File: src/hw/rtl/ordered_array_table_engine_macros.svh
// ----------------------------------------------------------------------------
// ordered array table engine assertion macros
// shared concurrent assertion forms for the table engine
// ----------------------------------------------------------------------------
`ifndef ORDERED_ARRAY_TABLE_ENGINE_MACROS_SVH
`define ORDERED_ARRAY_TABLE_ENGINE_MACROS_SVH

// same-cycle implication, disabled in reset
`define OATE_ASSERT_IMPL(label, clk, rst, ante, cons, msg) \
   label: assert property (@(posedge clk) disable iff (rst) (ante) |-> (cons)) \
      else $error(msg);

// next-cycle implication, disabled in reset
`define OATE_ASSERT_NEXT(label, clk, rst, ante, cons, msg) \
   label: assert property (@(posedge clk) disable iff (rst) (ante) |=> (cons)) \
      else $error(msg);

`endif

File: src/hw/rtl/oate_pkg.sv
// ----------------------------------------------------------------------------
// oate_pkg
// types, sizes and codes shared by the ordered array table engine
// ----------------------------------------------------------------------------
package oate_pkg;

   // storage sizes
   localparam int MAX_ENTRIES = 16;
   localparam int WORD_BITS   = 32;
   localparam int ADDR_W      = $clog2(MAX_ENTRIES);
   localparam int COUNT_W     = $clog2(MAX_ENTRIES + 1);

   // field widths of a command and a response word
   localparam int ACTION_W = 3;
   localparam int SLOT_W   = 5;
   localparam int POS_W    = 4;
   localparam int STATUS_W = 2;
   localparam int LIMIT_W  = 5;

   // configuration port
   localparam int CSR_ADDR_W = 3;
   localparam int CSR_DATA_W = 32;

   localparam logic [COUNT_W-1:0] MAX_COUNT = COUNT_W'(MAX_ENTRIES);
   localparam logic [LIMIT_W-1:0] LIMIT_RESET = LIMIT_W'(16);

   // register index in the csr space
   localparam logic [0:0] REG_CAPACITY_LIMIT = 1'b0;

   typedef enum logic [ACTION_W-1:0] {
      ACT_GET    = 3'd0,
      ACT_SET    = 3'd1,
      ACT_APPEND = 3'd2,
      ACT_SEARCH = 3'd3,
      ACT_REMOVE = 3'd4,
      ACT_INSERT = 3'd5
   } action_type;

   typedef enum logic [STATUS_W-1:0] {
      ST_OK    = 2'd0,
      ST_FULL  = 2'd1,
      ST_RANGE = 2'd2,
      ST_MISS  = 2'd3
   } status_type;

   typedef enum logic [3:0] {
      S_IDLE,
      S_EXEC,
      S_GET_WAIT,
      S_SRCH_RD,
      S_SRCH_CMP,
      S_RM_RD,
      S_RM_WR,
      S_INS_RD,
      S_INS_WR,
      S_DONE
   } state_type;

endpackage

File: src/hw/rtl/oate_chan_if.sv
// ----------------------------------------------------------------------------
// oate channel interfaces
// valid/ready channels for command words and response words
// ----------------------------------------------------------------------------
interface oate_req_if;
   logic                                valid;
   logic                                ready;
   logic [oate_pkg::ACTION_W-1:0]       action;
   logic [oate_pkg::SLOT_W-1:0]         slot_index;
   logic signed [oate_pkg::WORD_BITS-1:0] data_word;

   modport source (output valid, action, slot_index, data_word, input ready);
   modport sink   (input valid, action, slot_index, data_word, output ready);
endinterface

interface oate_rsp_if;
   logic                                valid;
   logic                                ready;
   logic signed [oate_pkg::WORD_BITS-1:0] read_word;
   logic [oate_pkg::POS_W-1:0]          found_position;
   logic [oate_pkg::COUNT_W-1:0]        entry_count;
   logic [oate_pkg::STATUS_W-1:0]       status;

   modport source (output valid, read_word, found_position, entry_count, status,
                   input ready);
   modport sink   (input valid, read_word, found_position, entry_count, status,
                   output ready);
endinterface

File: src/hw/rtl/ordered_array_table_engine.sv
// operations: get reads a slot, set and append write one entry, search
//   compares from slot 0 up, remove moves entries down, insert moves them up
// throughput: one command at a time; the next word is taken in the cycle
//   after the response is taken, since one memory read port serves every move
// reset: occupancy 0, capacity limit 16; the entry store is not cleared
// ----------------------------------------------------------------------------
// ordered array table engine
// packed list of signed words with get, set, append, search, remove, insert
// driven by a small sequencer over one memory read port and one compare unit
// ----------------------------------------------------------------------------
`include "ordered_array_table_engine_macros.svh"

module ordered_array_table_engine (
   input  logic                               clock,
   input  logic                               reset,
   oate_req_if.sink                           req_chan,
   oate_rsp_if.source                         rsp_chan,
   input  logic                               csr_psel,
   input  logic                               csr_penable,
   input  logic                               csr_pwrite,
   input  logic [oate_pkg::CSR_ADDR_W-1:0]    csr_paddr,
   input  logic [oate_pkg::CSR_DATA_W-1:0]    csr_pwdata,
   output logic [oate_pkg::CSR_DATA_W-1:0]    csr_prdata,
   output logic                               csr_pready
);

   // entry store
   logic [oate_pkg::WORD_BITS-1:0] mem [oate_pkg::MAX_ENTRIES];

   oate_pkg::state_type                   state_ff, state_in;
   logic [oate_pkg::ACTION_W-1:0]         act_ff;
   logic [oate_pkg::SLOT_W-1:0]           slot_ff;
   logic [oate_pkg::WORD_BITS-1:0]        word_ff;
   logic [oate_pkg::COUNT_W-1:0]          occ_ff, occ_in;
   logic [oate_pkg::LIMIT_W-1:0]          limit_ff;
   logic [oate_pkg::COUNT_W-1:0]          ptr_ff, ptr_in;
   logic [oate_pkg::WORD_BITS-1:0]        rd_data_ff;
   logic [oate_pkg::WORD_BITS-1:0]        rsp_word_ff, rsp_word_in;
   logic [oate_pkg::POS_W-1:0]            rsp_pos_ff, rsp_pos_in;
   logic [oate_pkg::STATUS_W-1:0]         rsp_status_ff, rsp_status_in;

   logic                                  accept;
   logic                                  cfg_write;
   logic [oate_pkg::COUNT_W-1:0]          eff_limit;
   logic                                  is_full;
   logic [oate_pkg::COUNT_W-1:0]          ptr_plus, ptr_minus;
   logic                                  word_match;
   logic [oate_pkg::ADDR_W-1:0]           rd_addr;
   logic                                  mem_we;
   logic [oate_pkg::ADDR_W-1:0]           mem_wa;
   logic [oate_pkg::WORD_BITS-1:0]        mem_wd;

   assign accept    = req_chan.valid && req_chan.ready;
   assign cfg_write = csr_psel && csr_penable && csr_pwrite && csr_pready;

   // csr read and ready
   assign csr_pready = 1'b1;
   assign csr_prdata = (csr_paddr[2] == oate_pkg::REG_CAPACITY_LIMIT)
                     ? oate_pkg::CSR_DATA_W'(limit_ff) : '0;

   // limit above the store size saturates
   assign eff_limit = (limit_ff > oate_pkg::LIMIT_W'(oate_pkg::MAX_ENTRIES))
                    ? oate_pkg::MAX_COUNT : oate_pkg::COUNT_W'(limit_ff);
   assign is_full   = occ_ff >= eff_limit;

   // shared pointer step and compare unit
   assign ptr_plus   = ptr_ff + oate_pkg::COUNT_W'(1);
   assign ptr_minus  = ptr_ff - oate_pkg::COUNT_W'(1);
   assign word_match = rd_data_ff == word_ff;

   // request ready and response port
   assign req_chan.ready          = state_ff == oate_pkg::S_IDLE;
   assign rsp_chan.valid          = state_ff == oate_pkg::S_DONE;
   assign rsp_chan.read_word      = rsp_word_ff;
   assign rsp_chan.found_position = rsp_pos_ff;
   assign rsp_chan.entry_count    = occ_ff;
   assign rsp_chan.status         = rsp_status_ff;

   // control registers
   always_ff @(posedge clock) begin
      if (reset) begin
         state_ff <= oate_pkg::S_IDLE;
         occ_ff   <= '0;
         limit_ff <= oate_pkg::LIMIT_RESET;
      end else begin
         state_ff <= state_in;
         occ_ff   <= occ_in;
         if (cfg_write && csr_paddr[2] == oate_pkg::REG_CAPACITY_LIMIT) begin
            limit_ff <= csr_pwdata[oate_pkg::LIMIT_W-1:0];
         end
      end
   end

   // command and response payload
   always_ff @(posedge clock) begin
      if (accept) begin
         act_ff  <= req_chan.action;
         slot_ff <= req_chan.slot_index;
         word_ff <= req_chan.data_word;
      end
      ptr_ff        <= ptr_in;
      rsp_word_ff   <= rsp_word_in;
      rsp_pos_ff    <= rsp_pos_in;
      rsp_status_ff <= rsp_status_in;
   end

   // store write port and registered read port
   always_ff @(posedge clock) begin
      if (mem_we) begin
         mem[mem_wa] <= mem_wd;
      end
      rd_data_ff <= mem[rd_addr];
   end

   // sequencer
   always_comb begin
      state_in      = state_ff;
      occ_in        = occ_ff;
      ptr_in        = ptr_ff;
      rsp_word_in   = rsp_word_ff;
      rsp_pos_in    = rsp_pos_ff;
      rsp_status_in = rsp_status_ff;
      rd_addr       = ptr_ff[oate_pkg::ADDR_W-1:0];
      mem_we        = 1'b0;
      mem_wa        = ptr_ff[oate_pkg::ADDR_W-1:0];
      mem_wd        = rd_data_ff;

      case (state_ff)
         oate_pkg::S_IDLE: begin
            if (accept) begin
               state_in = oate_pkg::S_EXEC;
            end
         end

         oate_pkg::S_EXEC: begin
            rsp_word_in   = '0;
            rsp_pos_in    = '0;
            rsp_status_in = oate_pkg::ST_OK;
            rd_addr       = slot_ff[oate_pkg::ADDR_W-1:0];
            state_in      = oate_pkg::S_DONE;
            case (act_ff)
               oate_pkg::ACT_GET: begin
                  if (oate_pkg::COUNT_W'(slot_ff) < occ_ff) begin
                     state_in = oate_pkg::S_GET_WAIT;
                  end else begin
                     rsp_status_in = oate_pkg::ST_RANGE;
                  end
               end
               oate_pkg::ACT_SET: begin
                  if (oate_pkg::COUNT_W'(slot_ff) < occ_ff) begin
                     mem_we = 1'b1;
                     mem_wa = slot_ff[oate_pkg::ADDR_W-1:0];
                     mem_wd = word_ff;
                  end else begin
                     rsp_status_in = oate_pkg::ST_RANGE;
                  end
               end
               oate_pkg::ACT_APPEND: begin
                  if (is_full) begin
                     rsp_status_in = oate_pkg::ST_FULL;
                  end else begin
                     mem_we = 1'b1;
                     mem_wa = occ_ff[oate_pkg::ADDR_W-1:0];
                     mem_wd = word_ff;
                     occ_in = occ_ff + oate_pkg::COUNT_W'(1);
                  end
               end
               oate_pkg::ACT_SEARCH: begin
                  ptr_in = '0;
                  if (occ_ff == '0) begin
                     rsp_status_in = oate_pkg::ST_MISS;
                  end else begin
                     state_in = oate_pkg::S_SRCH_RD;
                  end
               end
               oate_pkg::ACT_REMOVE: begin
                  ptr_in = oate_pkg::COUNT_W'(slot_ff);
                  if (oate_pkg::COUNT_W'(slot_ff) < occ_ff) begin
                     state_in = oate_pkg::S_RM_RD;
                  end else begin
                     rsp_status_in = oate_pkg::ST_RANGE;
                  end
               end
               oate_pkg::ACT_INSERT: begin
                  ptr_in = occ_ff;
                  if (oate_pkg::COUNT_W'(slot_ff) > occ_ff) begin
                     rsp_status_in = oate_pkg::ST_RANGE;
                  end else if (is_full) begin
                     rsp_status_in = oate_pkg::ST_FULL;
                  end else begin
                     state_in = oate_pkg::S_INS_RD;
                  end
               end
               default: begin
                  rsp_status_in = oate_pkg::ST_RANGE;
               end
            endcase
         end

         // read data from the slot is now registered
         oate_pkg::S_GET_WAIT: begin
            rsp_word_in = rd_data_ff;
            state_in    = oate_pkg::S_DONE;
         end

         // scan: fetch one entry, then compare it
         oate_pkg::S_SRCH_RD: begin
            state_in = oate_pkg::S_SRCH_CMP;
         end

         oate_pkg::S_SRCH_CMP: begin
            if (word_match) begin
               rsp_pos_in    = ptr_ff[oate_pkg::POS_W-1:0];
               rsp_status_in = oate_pkg::ST_OK;
               state_in      = oate_pkg::S_DONE;
            end else if (ptr_plus < occ_ff) begin
               ptr_in   = ptr_plus;
               state_in = oate_pkg::S_SRCH_RD;
            end else begin
               rsp_status_in = oate_pkg::ST_MISS;
               state_in      = oate_pkg::S_DONE;
            end
         end

         // remove: move the next entry down one place
         oate_pkg::S_RM_RD: begin
            rd_addr = ptr_plus[oate_pkg::ADDR_W-1:0];
            if (ptr_plus < occ_ff) begin
               state_in = oate_pkg::S_RM_WR;
            end else begin
               occ_in   = occ_ff - oate_pkg::COUNT_W'(1);
               state_in = oate_pkg::S_DONE;
            end
         end

         oate_pkg::S_RM_WR: begin
            mem_we   = 1'b1;
            ptr_in   = ptr_plus;
            state_in = oate_pkg::S_RM_RD;
         end

         // insert: move entries up until the gap reaches the slot
         oate_pkg::S_INS_RD: begin
            rd_addr = ptr_minus[oate_pkg::ADDR_W-1:0];
            if (ptr_ff > oate_pkg::COUNT_W'(slot_ff)) begin
               state_in = oate_pkg::S_INS_WR;
            end else begin
               mem_we   = 1'b1;
               mem_wa   = slot_ff[oate_pkg::ADDR_W-1:0];
               mem_wd   = word_ff;
               occ_in   = occ_ff + oate_pkg::COUNT_W'(1);
               state_in = oate_pkg::S_DONE;
            end
         end

         oate_pkg::S_INS_WR: begin
            mem_we   = 1'b1;
            ptr_in   = ptr_minus;
            state_in = oate_pkg::S_INS_RD;
         end

         oate_pkg::S_DONE: begin
            if (rsp_chan.ready) begin
               state_in = oate_pkg::S_IDLE;
            end
         end

         default: begin
            state_in = oate_pkg::S_IDLE;
         end
      endcase
   end

   // checks
   `OATE_ASSERT_IMPL(a_occ_bound, clock, reset, 1'b1, occ_ff <= oate_pkg::MAX_COUNT, "occupancy above store size")
   `OATE_ASSERT_NEXT(a_idle_occ_hold, clock, reset, state_ff == oate_pkg::S_IDLE, occ_ff == $past(occ_ff), "occupancy moved while idle")
   `OATE_ASSERT_IMPL(a_full_reason, clock, reset, rsp_chan.valid && rsp_status_ff == oate_pkg::ST_FULL, occ_ff >= eff_limit, "full reported below limit")
   `OATE_ASSERT_IMPL(a_scan_in_range, clock, reset, state_ff == oate_pkg::S_SRCH_CMP || state_ff == oate_pkg::S_RM_WR, ptr_ff < occ_ff, "scan pointer past occupancy")

endmodule

File: src/flat_wrapper.sv
// flat-port wrapper written by rule: the top's interface ports become plain ports
module ordered_array_table_engine_flat 
  (clock, reset, csr_psel, csr_penable, csr_pwrite, csr_paddr, csr_pwdata, csr_prdata, csr_pready, req_chan_valid, req_chan_action, req_chan_slot_index, req_chan_data_word, req_chan_ready, rsp_chan_valid, rsp_chan_read_word, rsp_chan_found_position, rsp_chan_entry_count, rsp_chan_status, rsp_chan_ready);
  oate_req_if req_chan_i ();
  oate_rsp_if rsp_chan_i ();
  input  logic clock;
  input  logic reset;
  input  logic csr_psel;
  input  logic csr_penable;
  input  logic csr_pwrite;
  input  logic [oate_pkg::CSR_ADDR_W-1:0] csr_paddr;
  input  logic [oate_pkg::CSR_DATA_W-1:0] csr_pwdata;
  output logic [oate_pkg::CSR_DATA_W-1:0] csr_prdata;
  output logic csr_pready;
  input wire logic [$bits(req_chan_i.valid)-1:0] req_chan_valid;
  input wire logic [$bits(req_chan_i.action)-1:0] req_chan_action;
  input wire logic [$bits(req_chan_i.slot_index)-1:0] req_chan_slot_index;
  input wire logic [$bits(req_chan_i.data_word)-1:0] req_chan_data_word;
  output wire logic [$bits(req_chan_i.ready)-1:0] req_chan_ready;
  output wire logic [$bits(rsp_chan_i.valid)-1:0] rsp_chan_valid;
  output wire logic [$bits(rsp_chan_i.read_word)-1:0] rsp_chan_read_word;
  output wire logic [$bits(rsp_chan_i.found_position)-1:0] rsp_chan_found_position;
  output wire logic [$bits(rsp_chan_i.entry_count)-1:0] rsp_chan_entry_count;
  output wire logic [$bits(rsp_chan_i.status)-1:0] rsp_chan_status;
  input wire logic [$bits(rsp_chan_i.ready)-1:0] rsp_chan_ready;
  assign req_chan_i.valid = req_chan_valid;
  assign req_chan_i.action = req_chan_action;
  assign req_chan_i.slot_index = req_chan_slot_index;
  assign req_chan_i.data_word = req_chan_data_word;
  assign req_chan_ready = req_chan_i.ready;
  assign rsp_chan_valid = rsp_chan_i.valid;
  assign rsp_chan_read_word = rsp_chan_i.read_word;
  assign rsp_chan_found_position = rsp_chan_i.found_position;
  assign rsp_chan_entry_count = rsp_chan_i.entry_count;
  assign rsp_chan_status = rsp_chan_i.status;
  assign rsp_chan_i.ready = rsp_chan_ready;
  ordered_array_table_engine u_core (.clock(clock), .reset(reset), .req_chan(req_chan_i), .rsp_chan(rsp_chan_i), .csr_psel(csr_psel), .csr_penable(csr_penable), .csr_pwrite(csr_pwrite), .csr_paddr(csr_paddr), .csr_pwdata(csr_pwdata), .csr_prdata(csr_prdata), .csr_pready(csr_pready));
endmodule
File: config.mk
export PLATFORM = sky130hd
export DESIGN_NAME = ordered_array_table_engine_flat
export DESIGN_NICKNAME = d
export VERILOG_FILES = /design/src/hw/rtl/oate_pkg.sv /design/src/hw/rtl/oate_chan_if.sv /design/src/hw/rtl/ordered_array_table_engine.sv /design/src/flat_wrapper.sv
export VERILOG_INCLUDE_DIRS = /design/src /design/src/hw/rtl
export SDC_FILE = /design/constraint.sdc
export NUM_CORES = 1
export LEC_CHECK = 0
export CORE_MARGIN = 4
export CORE_UTILIZATION = 35
export DETAILED_ROUTE_END_ITERATION = 8
export DONT_BUFFER_PORTS = 1
export HOLD_SLACK_MARGIN = 0.06
export SYNTH_ARGS = -nofsm -noshare
export SYNTH_HDL_FRONTEND = slang
export SYNTH_SLANG_ARGS = --single-unit
File: constraint.sdc
create_clock -name clock -period 8.61 [get_ports clock]
set_input_delay 0.861 -clock clock [delete_from_list [all_inputs] [get_ports clock]]
set_output_delay 0.861 -clock clock [all_outputs]
set_load 0.005 [all_outputs]
### Word level (Yosys, flattened, before mapping)

Memories as Yosys holds them, arrays and structs flattened. A register that Yosys moved wholly into a read port is not among the register bits.
Cells that the tools add are included.

* add/sub/neg operators: 4
* $mul: 0
* div/mod/pow operators: 0
* order comparisons: 6
* equality and inequality tests: 26
* shift operators: 0
* muxes and demuxes: 53
* bitwise operators: 1
* reduce and logical (&&, ||, !) cells: 18

Operator list (number)
* 32-bit one-hot mux with 2 select lines: 3
* 32-bit 2-to-1 mux: 3
* 4-bit 2-to-1 mux: 14
* 5-bit 2-to-1 mux: 8
* 4-bit one-hot mux with 10 select lines: 1
* 32-bit equality test: 1
* 5-bit one-hot mux with 3 select lines: 2
* 4-bit one-hot mux with 2 select lines: 3
* 5-bit one-hot mux with 4 select lines: 1
* 4-bit by 3-bit equality test with 1-bit output, second input constant: 4
* 4-bit one-hot mux with 4 select lines: 1
* 2-bit inequality test, second input constant: 6
* 4-bit one-hot mux with 3 select lines: 1
* 5-bit by 1-bit adder with 5-bit output, second input constant: 2
* 5-bit > comparator: 2
* 5-bit < comparator: 2
* 2-bit 2-to-1 mux: 5
* 5-bit by 1-bit subtractor with 5-bit output, second input constant: 2
* 4-bit by 2-bit equality test with 1-bit output, second input constant: 2
* 4-bit equality test, second input constant: 2
* 2-bit one-hot mux with 4 select lines: 1
* 1-bit 2-to-1 mux: 7
* 3-bit by 2-bit equality test with 1-bit output, second input constant: 2
* 3-bit equality test, second input constant: 2
* other kinds (23): 31

* flip-flop bits (word level): 97
* bits in latches: 0
* RAM bits: 512
* ROM bits: 0
* input bits: 82
* output and inout port bits: 78
* logic and storage cells: 119
* memories kept: 1

Memory list
* u_core.mem: depth 16, bits a word 32, rd ports 1, clocked after Yosys merged registers in 1, write ports 1, RTL line ordered_array_table_engine.sv:28 `logic [oate_pkg::WORD_BITS-1:0] mem [oate_pkg::MAX_ENTRIES];`

### Depth between registers and ports, before layout

* word-level depth: 8
* depth in mapped cells: 12
* mapped depth without buffers: 10

### Least setup slack after synthesis

No wires, ideal clock.

* path type: flip-flop to flip-flop
* from: register u_core.occ_ff, in the netlist u_core.rsp_chan.entry_count[0]
* to: memory u_core.mem[4][0] in the netlist's numbering (enable)
* library setup time: 0.425 ns
* arrival time: 3.975 ns
* required time: 8.185 ns
* setup slack: 4.211 ns
* stages on the path, launching flop included: 10
* buffers on the path: 0
* period minus slack after synthesis: 4.399 ns
* cells stage by stage: dfxtp_1 > inv_1 > ha_1 > nand2b_1 > a31oi_1 > o211ai_1 > a221o_1 > a222oi_1 > nand2_1 > nor2b_1

* longest elaborated chain between the ends: 6
* elaborated cells on any way between the ends: 12
* classes of those cells: 2 x order compare; 10 x mux

Ends and longest elaborated chain
* start: declaration: RTL line ordered_array_table_engine.sv:34 `logic [oate_pkg::COUNT_W-1:0] occ_ff, occ_in;`
* start signal: assignment: RTL line ordered_array_table_engine.sv:87 `occ_ff <= occ_in;`
* 5-bit >= comparator or 5-bit < comparator (tied branches): RTL line ordered_array_table_engine.sv:64, ordered_array_table_engine.sv:150
* 1-bit 2-to-1 mux, on equally long branches: RTL line ordered_array_table_engine.sv:159, ordered_array_table_engine.sv:150
* 1-bit one-hot mux with 2 select lines: RTL line ordered_array_table_engine.sv:141 `case (act_ff)`
* 1-bit one-hot mux with 3 select lines: RTL line ordered_array_table_engine.sv:128 `case (state_ff)`
* 1-bit 2-to-1 mux: RTL line ordered_array_table_engine.sv:109 `if (mem_we) begin`
* 1-bit 2-to-1 mux (not written as such): RTL line ordered_array_table_engine.sv:110 `mem[mem_wa] <= mem_wd;`
* end: declaration: RTL line ordered_array_table_engine.sv:28

Parallel ways exist; a longest one is shown, timed or not.

### Final worst setup path

* from: register u_core.state_ff[0]
* to: memory u_core.mem[8][29] in the netlist's numbering (enable)

* longest elaborated chain between the ends: 5
* elaborated cells on any way between the ends: 9
* classes of those cells: 4 x eq/ne; 4 x mux; 1 x reduce/logical

Ends and longest elaborated chain
* start: declaration: RTL line ordered_array_table_engine.sv:30 `oate_pkg::state_type state_ff, state_in;`
* start signal: assignment: RTL line ordered_array_table_engine.sv:82 `state_ff <= oate_pkg::S_IDLE;`
* start signal: assignment: RTL line ordered_array_table_engine.sv:86 `state_ff <= state_in;`
* 4-bit by 3-bit equality test with 1-bit output or 4-bit equality test (tied branches): RTL line ordered_array_table_engine.sv:128
* 2-bit OR reduction (no source line)
* 1-bit one-hot mux with 3 select lines: RTL line ordered_array_table_engine.sv:128
* 1-bit 2-to-1 mux: RTL line ordered_array_table_engine.sv:109
* 1-bit 2-to-1 mux (not written as such): RTL line ordered_array_table_engine.sv:110

Parallel ways exist; a longest one is shown, timed or not.

==> impl_metrics.yaml <==
status:
  outcome: "completed"
clocking:
  cts.sinks: 641
  cts_tree: "done"
  cts_resized: 0
  clk_path_buf_depth: 3
  cts_setup_buffers: 0
  h-tree-depth: 3
  cts-hold-fix-buffers: 0
  numCtsBuffers: 67
  clk_latency_ns: 0.60
  path_clk_slew_ns: 0.06
  root_buffer: "clkbuf_16"
synthesis:
  post_synth_num_cell_types: 59
  synthFlopType: "edfxtp_1"
  ys_seq_elements: 641
  synth_edf_count: 595
  synth.top_cell.area_share_pct: 66.7
  syn-cell-area_um2: 26800
  synth_area_leader_cell: "edfxtp_1"
  synth_warnings: 0
  syn_area_per_cell_um2: 15.2
  synth-seq-area-share_pct: 70.1
  ys_top_cells_by_area: "edfxtp_1 (67%), mux2i_1 (7.6%), dfxtp_1 (3.4%), mux2_2 (2.8%), a211oi_1 (1.9%)"
  ys_async_sr_fraction_pct: 0
  synth_cells: 1760
finish:
  drive_gt1_share_pct: 13.3
  nets: 1888
  final_area_um2: 30200
  final_cells: 2865
  post-route-util_pct: 39.8
  nFillCells: 6913
  area_growth_pct: 12.8
grt:
  track_usage_pct: 15.3
  grt_pass1_wl_mm: 93.4
  grt_overflow: 0
  antenna_found_initial: 6
  grt_pass1_vias: 14700
  grt_start_max_net_pins: 193
place:
  place_ws_ns: 3.25
  placement.io_buffers: 0
  gp_congestion: 0.871
  place_area_um2: 28100
  dp_cells: 2742
  hpwl_mm: 34.3
hold_path:
  hold_path.class: "in -> reg"
  min_path_cells: 1
critical_path:
  start_kind: "register"
  crit_fanout: 70
  cp-end-kind: "register"
  ff2ff_path_depth: 10
  cp_data_arrival_time_ns: 5.62
  worstPathRequired_ns: 8.83
  worstSetupPathType: "reg -> reg"
drt:
  vias: 14900
  ant_nets: 0
  drtIter0Drc: 1293
  drt-pass1-iter-count: 5
  via_per_inst: 5.19
  drt_wl_total_mm: 63.7
  wl_per_cell_um: 22.2
  drc_errors: 0
die:
  io_pins: 160
  dieArea_um2: 81000
  initial_core_util_pct: 35.3
  die_y_um: 285
  std_cell_rows: 101
  core_um2: 75900
  die_w_um: 285
timing:
  rsz0062_at_grt: "false"
  fin_crit_sh_pct: 62.7
  hold_violations: 0
  fin_ws_ns: 3.21
  timing.fmax_mhz: 185
  min_period_ns: 5.40
  max_slew_margin_pct: 21.1
  tns_ns: 0
  finalMaxSlewViolations: 0
  max_slew.worst_pin.slew_ns: 1.17
  finClkSkew_ns: 0.0190
  setup_violations: 0
power:
  max-vdd-ir-drop_v: 0.000536
  cellLeakagePower_uw: 0.0104
  power_density_nw_per_um2: 420
flow_run:
  drv_cap: 0
## synthesized netlist by cell type (all sizes together), types with 2 or more instances
library cell / count
a211o: 2
a211oi: 67
a21o: 8
a21oi: 88
a221o: 35
a221oi: 4
a222oi: 2
a22oi: 3
a31oi: 8
and2: 42
and3: 10
buf: 73
clkbuf: 51
conb: 2
dfxtp: 46
edfxtp: 595
ha: 24
inv: 22
mux2: 66
mux2i: 203
nand2: 101
nand2b: 9
nand3: 7
nand4: 9
nor2: 35
nor2b: 78
nor3: 9
nor3b: 2
nor4: 4
o211ai: 2
o21a: 2
o21ai: 46
o221a: 3
o221ai: 3
o22ai: 36
o31ai: 3
or2: 4
or3: 3
xnor2: 37
xor2: 4
## area by class of cell
type                    count  area [µm²]  area share, %
well taps                1030        1290           4.26
inverters                  23        86.3          0.286
diodes                      1        2.50        0.00828
multi-input cells         998        7480           24.7
clock buffers              96        1910           6.32
clock inverters            26         265          0.877
flip-flops and latches    641       18800           62.1
repair buffers             50         413           1.37
## routing by layer
metal / vias up / track usage, % / share of wire (%)
li1: 6744 / - / -
met1: 7495 / 22.3 / 46
met2: 521 / 22.9 / 43
met3: 117 / 4.05 / 8.2
met4: 6 / 3.82 / 2.1
met5: - / 0 / 0.053
## cell families (layout without fill, tap and decap cells)
group	count (synthesis)	after routing	synth area share, %
xor gates and xnor gates	41	41	1.34
AOI/OAI and AO/OA	319	319	8.04
other	2	29	0.0280
and+or+nand+nor	316	316	6.08
buffers and inverters	147	195	2.83
DFF	641	641	70.1
muxes	269	269	10.4
adders and majority gates	25	25	1.20
## power breakdown
group	leakage [µW]	total, µW	internal, µW	switching [µW]
registers	0.00584	5020	4640	375
clock network	0.00107	2840	1670	1160
logic	0.00349	4850	1790	3060
total	0.0104	12700	8110	4600
## state kept, by name, summed over array words and instances, names as in the netlist
name and flops:
u_core.act_ff 3, u_core.limit_ff 5, u_core.mem 512, u_core.ptr_ff 5, u_core.rd_data_ff 32, u_core.rsp_chan.entry_count 5
u_core.rsp_chan.found_position 4, u_core.rsp_chan.read_word 32, u_core.rsp_chan.status 2, u_core.slot_ff 5, u_core.state_ff 4, u_core.word_ff 32
## cell usage in the layout, fill, tap and decap left out, types with 20 or more instances in the layout
cell,synthesis,final
conb_1,2,28
clkbuf_1,51,20
nor2_1,35,25
buf_4,49,47
and2_1,42,35
a21oi_1,87,87
inv_1,21,21
clkbuf_16,0,70
xnor2_1,37,37
a211oi_1,67,66
edfxtp_1,595,595
o21ai_0,45,38
nor2b_1,78,76
nand2_1,101,100
mux2_2,66,66
dfxtp_1,46,46
ha_1,24,24
o22ai_1,36,36
mux2i_1,203,203
a221o_1,35,34
## critical path, stage by stage (launching register included)
cell and delay, ns:
dfxtp_1 0.66, nand2b_1 0.44, a21oi_4 0.22, buf_4 0.49, inv_2 0.04, a221o_2 0.30, buf_4 0.36, a222oi_1 0.99
nand2_1 0.48, nor2b_4 0.48, buf_4 0.50
## path summary, 6_finish.rpt
check | startpoint | slack, ns | to
max | u_core.state_ff[0] | 3.21 | u_core.mem[8][29]
min | reset | 0.33 | u_core.limit_ff[0]
max reg2reg | u_core.state_ff[0] | 3.21 | u_core.mem[8][29]
min reg2reg | u_core.limit_ff[4] | 0.52 | u_core.limit_ff[4]
## through the flow
step | hold slack (ns) | power (µW)
floorplan | 0.459 | 8390
global placement | 0.476 | 9780
detailed placement | 0.502 | 9900
CTS | 0.296 | 12800
global route | 0.311 | 13400
finish | 0.333 | 12700
(Power assumes the default switching activity.)
